[config.mk]
export PLATFORM = sky130hd
export DESIGN_NAME = wts_div
export DESIGN_NICKNAME = d
export VERILOG_FILES = /design/src/sv/wts_pkg.sv /design/src/sv/wts_div.sv
export SDC_FILE = /design/constraint.sdc
export NUM_CORES = 1
export LEC_CHECK = 0
export ABC_AREA = 1
export BUFFER_PORTS_ARGS = -buffer_cell sky130_fd_sc_hd__clkbuf_2
export CAP_MARGIN = 40
export CELL_PAD_IN_SITES_DETAIL_PLACEMENT = 0
export CELL_PAD_IN_SITES_GLOBAL_PLACEMENT = 2
export CORE_ASPECT_RATIO = 2
export CORE_MARGIN = 3
export CORE_UTILIZATION = 34
export CTS_BUF_LIST = sky130_fd_sc_hd__clkbuf_8
export DETAILED_ROUTE_END_ITERATION = 12
export PLACE_DENSITY = 0.94
export SLEW_MARGIN = 20
export SYNTH_ARGS = -nofsm -noshare
export SYNTH_HDL_FRONTEND = slang
export SYNTH_SLANG_ARGS = --single-unit
[constraint.sdc]
create_clock -name clk_i -period 6.8 [get_ports clk_i]
set_clock_uncertainty 0.15 [all_clocks]
set_input_delay 1.36 -clock clk_i [delete_from_list [all_inputs] [get_ports clk_i]]
set_output_delay 1.36 -clock clk_i [all_outputs]
set_load 0.005 [all_outputs]
[src/sv/wts_pkg.sv]
// shared constants, types and codes of the window trend statistics block
package wts_pkg;

  // window depth and derived index width
  localparam int unsigned WINDOW = 10;
  localparam int unsigned IDX_W  = (WINDOW > 1) ? $clog2(WINDOW) : 1;
  localparam int unsigned CNT_W  = 7;

  // accumulator widths, sized for a window of up to 64 samples
  localparam int unsigned SUM_W  = 24;
  localparam int unsigned XY_W   = 32;
  localparam int unsigned SX_W   = 12;
  localparam int unsigned SX2_W  = 18;
  localparam int unsigned LSUM_W = 31;
  localparam int unsigned LSQ_W  = 55;

  // shared divider widths
  localparam int unsigned DVD_W     = 64;
  localparam int unsigned DVS_W     = 24;
  localparam int unsigned DIV_CNT_W = $clog2(DVD_W);

  typedef enum logic [2:0] {
    ST_IDLE,
    ST_WALK,
    ST_DEN,
    ST_PREP,
    ST_DIV,
    ST_SQRT,
    ST_FIN
  } wts_state_e;

  typedef enum logic [2:0] {
    JOB_REAL,
    JOB_PEND,
    JOB_TEMP,
    JOB_MEAN,
    JOB_VAR
  } wts_job_e;

  typedef struct packed {
    logic             start;
    logic [DVD_W-1:0] dividend;
    logic [DVS_W-1:0] divisor;
  } div_req_t;

  typedef struct packed {
    logic             busy;
    logic             done;
    logic [DVD_W-1:0] quotient;
  } div_rsp_t;

endpackage

[src/sv/wts_div.sv]
// shared restoring divider, one quotient bit per cycle
module wts_div (
  input  logic              clk_i,
  input  logic              rst_ni,
  input  wts_pkg::div_req_t req_i,
  output wts_pkg::div_rsp_t rsp_o
);
  localparam int unsigned DVD_W     = wts_pkg::DVD_W;
  localparam int unsigned DVS_W     = wts_pkg::DVS_W;
  localparam int unsigned DIV_CNT_W = wts_pkg::DIV_CNT_W;

  logic                 busy_q, busy_d;
  logic                 done_q, done_d;
  logic [DIV_CNT_W-1:0] cnt_q, cnt_d;
  logic [DVD_W-1:0]     quo_q, quo_d;
  logic [DVS_W-1:0]     rem_q, rem_d;
  logic [DVS_W-1:0]     dvs_q, dvs_d;
  logic [DVS_W:0]       rem_sh;
  logic [DVS_W:0]       diff;
  logic                 ge;

  // one shift and trial subtract
  assign rem_sh = {rem_q, quo_q[DVD_W-1]};
  assign diff   = rem_sh - {1'b0, dvs_q};
  assign ge     = ~diff[DVS_W];

  always_comb begin
    busy_d = busy_q;
    done_d = 1'b0;
    cnt_d  = cnt_q;
    quo_d  = quo_q;
    rem_d  = rem_q;
    dvs_d  = dvs_q;
    if (req_i.start) begin
      busy_d = 1'b1;
      cnt_d  = '0;
      quo_d  = req_i.dividend;
      rem_d  = '0;
      dvs_d  = req_i.divisor;
    end else if (busy_q) begin
      quo_d = {quo_q[DVD_W-2:0], ge};
      rem_d = ge ? diff[DVS_W-1:0] : rem_sh[DVS_W-1:0];
      cnt_d = cnt_q + 1'b1;
      if (cnt_q == DIV_CNT_W'(DVD_W - 1)) begin
        busy_d = 1'b0;
        done_d = 1'b1;
      end
    end
  end

  // control registers
  always_ff @(posedge clk_i or negedge rst_ni) begin
    if (!rst_ni) begin
      busy_q <= 1'b0;
      done_q <= 1'b0;
    end else begin
      busy_q <= busy_d;
      done_q <= done_d;
    end
  end

  // datapath registers
  always_ff @(posedge clk_i) begin
    cnt_q <= cnt_d;
    quo_q <= quo_d;
    rem_q <= rem_d;
    dvs_q <= dvs_d;
  end

  assign rsp_o.busy     = busy_q;
  assign rsp_o.done     = done_q;
  assign rsp_o.quotient = quo_q;

  // a new division never starts on top of a running one
  a_start_idle: assert property (@(posedge clk_i) disable iff (!rst_ni)
    req_i.start |-> !busy_q) else $error("divider started while busy");
  // done follows the last step of a division
  a_done_after_busy: assert property (@(posedge clk_i) disable iff (!rst_ni)
    done_q |-> $past(busy_q)) else $error("divider done without a division");
  // every division begins at step zero
  a_rose_cnt: assert property (@(posedge clk_i) disable iff (!rst_ni)
    $rose(busy_q) |-> cnt_q == '0) else $error("divider step count not cleared");

endmodule

# [After elaboration in Yosys (flattened, before gate mapping)]
# Index checks and enable logic that the tools add are counted.
[word_totals] output_inout_bits=66 reg_bits=120 elab_cells=20
[classes] n_addsub=2 n_reduce_logical=1 eq_ne=1 muxes=9 bitwise_logic=1
[ops] operator="two-way mux 64 bit" count=2
[ops] operator="subtractor 25 x 24 -> 25 bit" count=1
[ops] operator="two-way mux 24 bit" count=1
[ops] operator="adder 6 x 1 -> 6 bit (second input constant)" count=1
[ops] operator="== test 6 bit (second input constant)" count=1
[ops] operator="two-way mux 1 bit" count=6
[ops] operator="nonzero test 2 bit" count=1
[ops] operator="NOT 1 bit" count=1

# [Logic depth before layout (Yosys ltp)]
[depth] ltp_word=4 mapped_depth=16 depth_no_buf=16

# [Worst setup path after synthesis]
# OpenSTA, ideal clock, no wires.
[synth_timing] path_kind="input-to-reg" from="input port req_i[88] in the netlist's numbering" to="register quo_q[0], enable pin" arrival_ns=3.116 path_slack_ns=3.116 t_required_ns=6.232 path_stages=4 cell_sequence="clkbuf_1 -> nor2_1 -> buf_2 -> inv_1"
[synth_via] elab_chain_cells=1
[synth_rtl] element="from (decl)" line_no="wts_div.sv:5" text="input wts_pkg::div_req_t req_i,"
[synth_rtl] element="nonzero test 2 bit (no source line)"
[synth_rtl] element="to (signal assigned)" line_no="wts_div.sv:65" text="quo_q <= quo_d;"
[synth_rtl] element="to (decl)" line_no="wts_div.sv:15" text="logic [DVD_W-1:0] quo_q, quo_d;"
# Every way passes these cells.
# A chain may end at the register's enable or synchronous reset.

==> flow_summary.rst <==
.. list-table::
   :header-rows: 1

   * - Metric
     - Value
   * - Iteration count of the initial detailed-routing pass
     - 4
   * - CP max-delay cell
     - sky130_fd_sc_hd__buf_4
   * - CP Launch Type
     - primary input
   * - Depth of the worst hold-timing path
     - 2
   * - Net switching power
     - 1.12 mW
   * - Min Tclk post-route
     - around 2.9 ns
   * - Delay-heaviest family, CP
     - buffers and inverters
   * - Internal portion of total power
     - 1.62 mW
   * - # Max-Cap Violations
     - 0
   * - Post-CTS setup buffer count
     - 0
   * - Share of cells above drive strength 1
     - 0.211
   * - Final core utilization
     - 0.417
   * - Number of buffers added to fix hold violations after cts
     - 0
   * - Startpoint of the most critical register-to-register path
     - quo_q[63]
   * - Worst endpoint data arrival time
     - 3.13 ns
   * - TritonCTS buffer count
     - 17
   * - Die Width
     - 107 um
   * - Antenna violations before repair
     - 0
   * - Placeable Area
     - 19,900 um^2
   * - Worst Min Path Start
     - rem_q[18]
   * - Cell Rows
     - 73
   * - Vias per Instance
     - 4.42
   * - Buffer cell driving the clock tree root
     - sky130_fd_sc_hd__clkbuf_8
   * - YS warnings
     - 0
   * - Transition at the pin with the smallest max-transition slack
     - 0.676 ns
   * - CP cell instances
     - buf_4 > inv_2 > buf_4 > nand2_1 > inv_2 > nand2_1 > o21ai_1
   * - Outcome
     - finished clean
   * - Worst setup slack for register-to-register paths
     - 4.03 ns
   * - Die Y-Extent
     - 207 um
   * - Kind of critical path
     - in2reg
   * - Fraction of power consumed by combinational cells
     - 0.409
   * - FF-to-FF path depth
     - 15
   * - Crit path largest cell delay
     - about 0.54 ns
   * - Crit Reg-Reg Endpoint
     - rem_q[7]
   * - VDD IR-drop max
     - 0.152 mV
   * - Pwr per Cell Area
     - ~330 nW/um^2
   * - Antenna Cells
     - 0
   * - F_max
     - 0.345 GHz
   * - Tightest Hold Check Type
     - reg2reg
   * - IO Pins
     - about 160
   * - RSZ-0062 raised after global routing
     - no
   * - First-iteration detailed-routing DRC count
     - 198
   * - Post-Syn Area
     - 6880 um^2
   * - Die Footprint
     - roughly 22,000 um^2
   * - Maximum fanout count along the critical path
     - 69
   * - Tcrit/Tclk final
     - 0.427
   * - Half-perimeter wire length after detailed placement
     - 14.7 mm
   * - Routability cong.
     - 0.837
   * - CTS tree
     - done
   * - Number of storage elements in the synthesis netlist
     - 120
   * - Final setup fails
     - 0
   * - Final-report max-slew violation count
     - 0
   * - Kind of capture point of the worst setup path
     - register
   * - Clock network fraction of design power
     - 0.233
   * - Final antenna-violating net count
     - 0
   * - Number of distinct standard cells referenced by the synthesized netlist
     - 38
   * - Overall power consumption
     - 2.74 mW
   * - Sequential Power Share
     - 0.358
   * - Total global-route track usage
     - 0.183
   * - Sequential element share of the synthesized area
     - 0.478
   * - Switching fraction of total power
     - 0.410
   * - Number of clock sinks seen by CTS
     - 120
   * - Setup total negative slack
     - 0 ns
   * - Avg Inst Size Synth
     - 7.45 um^2
   * - Vias in the first global route
     - just over 6,000
   * - Clock buffer depth
     - 2
   * - Number of fillers in the final layout
     - ~2,200
   * - Resize count post-CTS
     - 0
   * - CP Depth
     - 7
   * - Count of buffers from port buffering
     - 156
   * - Layout Nets
     - 1,197
   * - Top cell type's share of synthesized area
     - 0.384
   * - Leakage power total
     - between 4 and 5 nW
   * - Number of hold-slack violations in the final timing report
     - 0
   * - Later-pin clock latency in the skew report
     - 0.45 ns
   * - Routed length per instance
     - between 10 and 15 um
   * - Endpoint with the worst hold slack
     - rem_q[18]
   * - Initial core utilization
     - 0.346
   * - P&R area growth vs syn
     - 20.6%
   * - Critical path buffer and inverter count
     - 4
   * - Dominant cell type by area after synthesis
     - sky130_fd_sc_hd__edfxtp_1
   * - Number of levels the H-tree was split into
     - 4
   * - Slew HR
     - 0.549
   * - Cell count after synthesis
     - between 900 and 1,000
   * - Clock Pin Slew Worst Setup and Hold Paths
     - 0.07 ns
   * - Wire length of the first global-routing pass
     - 31.0 mm
   * - Routed wire length
     - 19.3 mm
   * - Top area cells in the synthesized netlist
     - sky130_fd_sc_hd__edfxtp_1, sky130_fd_sc_hd__nand2_1, sky130_fd_sc_hd__dfxtp_1, sky130_fd_sc_hd__inv_1, sky130_fd_sc_hd__ha_1
   * - Gr ovfl total
     - 0
   * - Data required, critical path
     - roughly 7.0 ns
   * - Total via count in the routed design
     - 5,991
   * - Post-Synthesis Net Count
     - about 1,000
   * - Maximum number of pins on one net before global-route repair
     - 70
   * - DRC violations left
     - 0
==> worst register-to-register path: stages (launching register included) <==
cell	delay [ns]
sky130_fd_sc_hd__edfxtp_1	0.35
sky130_fd_sc_hd__inv_1	0.06
sky130_fd_sc_hd__ha_1	0.22
sky130_fd_sc_hd__fa_1	0.42
sky130_fd_sc_hd__inv_1	0.09
sky130_fd_sc_hd__nand2_1	0.05
sky130_fd_sc_hd__nand2_1	0.07
sky130_fd_sc_hd__nand3_2	0.06
sky130_fd_sc_hd__nand2_2	0.19
sky130_fd_sc_hd__nand2_2	0.12
sky130_fd_sc_hd__nand3_2	0.10
sky130_fd_sc_hd__nand2_1	0.06
sky130_fd_sc_hd__nand2_2	0.45
sky130_fd_sc_hd__nand2_1	0.12
sky130_fd_sc_hd__nand3_1	0.11
sky130_fd_sc_hd__nand2_1	0.05
==> sequential cells by signal, summed over array words and instances, names as in the netlist <==
signal / cells
busy_q: 1
rem_q: 24
quo_q: 64
dvs_q: 24
cnt_q: 6
done_q: 1
==> placed cells by master (no fill, tap or decap), types with 4 or more instances in the layout <==
master                       Yosys  routed
sky130_fd_sc_hd__a21oi_1        14      14
sky130_fd_sc_hd__buf_4           2       5
sky130_fd_sc_hd__clkbuf_2        0     155
sky130_fd_sc_hd__clkbuf_8        0      17
sky130_fd_sc_hd__clkinvlp_4      0       5
sky130_fd_sc_hd__dfxtp_1        30      30
sky130_fd_sc_hd__edfxtp_1       88      88
sky130_fd_sc_hd__ha_1           25      25
sky130_fd_sc_hd__inv_1         140     139
sky130_fd_sc_hd__inv_2           6       8
sky130_fd_sc_hd__nand2_1       440     440
sky130_fd_sc_hd__nand2_2        20      20
sky130_fd_sc_hd__nand3_1        42      42
sky130_fd_sc_hd__nand4_1         8       8
sky130_fd_sc_hd__nor2_1         38      37
sky130_fd_sc_hd__nor2_2          4       5
sky130_fd_sc_hd__o21ai_0         6       6
sky130_fd_sc_hd__o21ai_1         6       6
sky130_fd_sc_hd__xnor2_1         5       5
sky130_fd_sc_hd__xor2_1          4       4
==> worst max-delay path by stage <==
stage / slack (ns) / startpoint / end
floorplan: 3.12 / req_i[88] / quo_q[0]
global placement: 3.44 / req_i[88] / rem_q[20]
CTS: 3.89 / req_i[88] / rem_q[19]
finish: 3.90 / req_i[88] / rem_q[19]
detailed placement: 3.37 / req_i[88] / rem_q[19]
global route: 3.78 / req_i[88] / rem_q[22]
==> synth_stat cells <==
cell type                  number
sky130_fd_sc_hd__nand2_1      440
sky130_fd_sc_hd__inv_1        140
sky130_fd_sc_hd__edfxtp_1      88
sky130_fd_sc_hd__nand3_1       42
sky130_fd_sc_hd__nor2_1        38
sky130_fd_sc_hd__dfxtp_1       30
sky130_fd_sc_hd__ha_1          25
sky130_fd_sc_hd__nand2_2       20
sky130_fd_sc_hd__clkbuf_1      16
sky130_fd_sc_hd__a21oi_1       14
sky130_fd_sc_hd__nand4_1        8
sky130_fd_sc_hd__inv_2          6
sky130_fd_sc_hd__o21ai_0        6
sky130_fd_sc_hd__o21ai_1        6
sky130_fd_sc_hd__xnor2_1        5
sky130_fd_sc_hd__nor2_2         4
sky130_fd_sc_hd__xor2_1         4
sky130_fd_sc_hd__and2_1         3
sky130_fd_sc_hd__nor3_1         3
sky130_fd_sc_hd__buf_2          2
sky130_fd_sc_hd__buf_4          2
sky130_fd_sc_hd__buf_6          2
sky130_fd_sc_hd__dfrtp_1        2
sky130_fd_sc_hd__nand3_2        2
sky130_fd_sc_hd__nand3b_1       2
sky130_fd_sc_hd__nor2_4         2
sky130_fd_sc_hd__a21boi_0       1
sky130_fd_sc_hd__a21oi_2        1
sky130_fd_sc_hd__a22o_1         1
sky130_fd_sc_hd__a31oi_1        1
sky130_fd_sc_hd__a41oi_1        1
sky130_fd_sc_hd__buf_1          1
sky130_fd_sc_hd__buf_12         1
sky130_fd_sc_hd__clkinv_1       1
sky130_fd_sc_hd__fa_1           1
sky130_fd_sc_hd__nand2_4        1
sky130_fd_sc_hd__nand4_2        1
sky130_fd_sc_hd__or2_1          1
==> per-layer routing <==
layer,vias up,share of wire,GRT usage
li1,3154,-,-
met1,2674,0.34,0.166
met2,139,0.59,0.368
met3,24,0.051,0.0479
met4,0,0.019,0.0702
met5,-,0,0
==> power by group through the flow <==
stage               Sequential (mW)  Clock, mW  Combinational, mW
global placement              0.996          0               1.13
finish                        0.980      0.638               1.12
global route                  0.996      0.692               1.29
floorplan                     0.980          0              0.846
detailed placement            0.996          0               1.14
CTS                           0.981      0.664               1.14
==> cell type report <==
class	instances	area, um^2	share of cell area
Clock inverter	15	150	0.0181
Sequential cell	120	3290	0.397
Multi-Input combinational cell	633	2910	0.351
Timing Repair Buffer	161	833	0.100
Clock buffer	17	234	0.0282
Tap cell	262	328	0.0395
Inverter	147	552	0.0665
==> through the flow <==
step           cells  hold WS, ns  setup slack, ns  cell area (um^2)
2_1_floorplan    924        0.294             3.12              6880
3_3_place_gp    1322        0.310             3.44              7900
3_5_place_dp    1322        0.314             3.37              7900
4_1_cts         1354        0.327             3.89              8280
5_1_grt         1355        0.352             3.78              8300
6_report        1355        0.326             3.90              8300
==> kinds of logic after synthesis <==
kind of cell	after synthesis	synth area share
and+or+nand+nor	567	0.338
buffers and inverters	171	0.0992
DFF	120	0.478
AOI/OAI and AO/OA	31	0.0247
adders and majority gates	26	0.0483
xor gates and xnor gates	9	0.0114
Note: power is estimated with default switching activity, not from simulation.
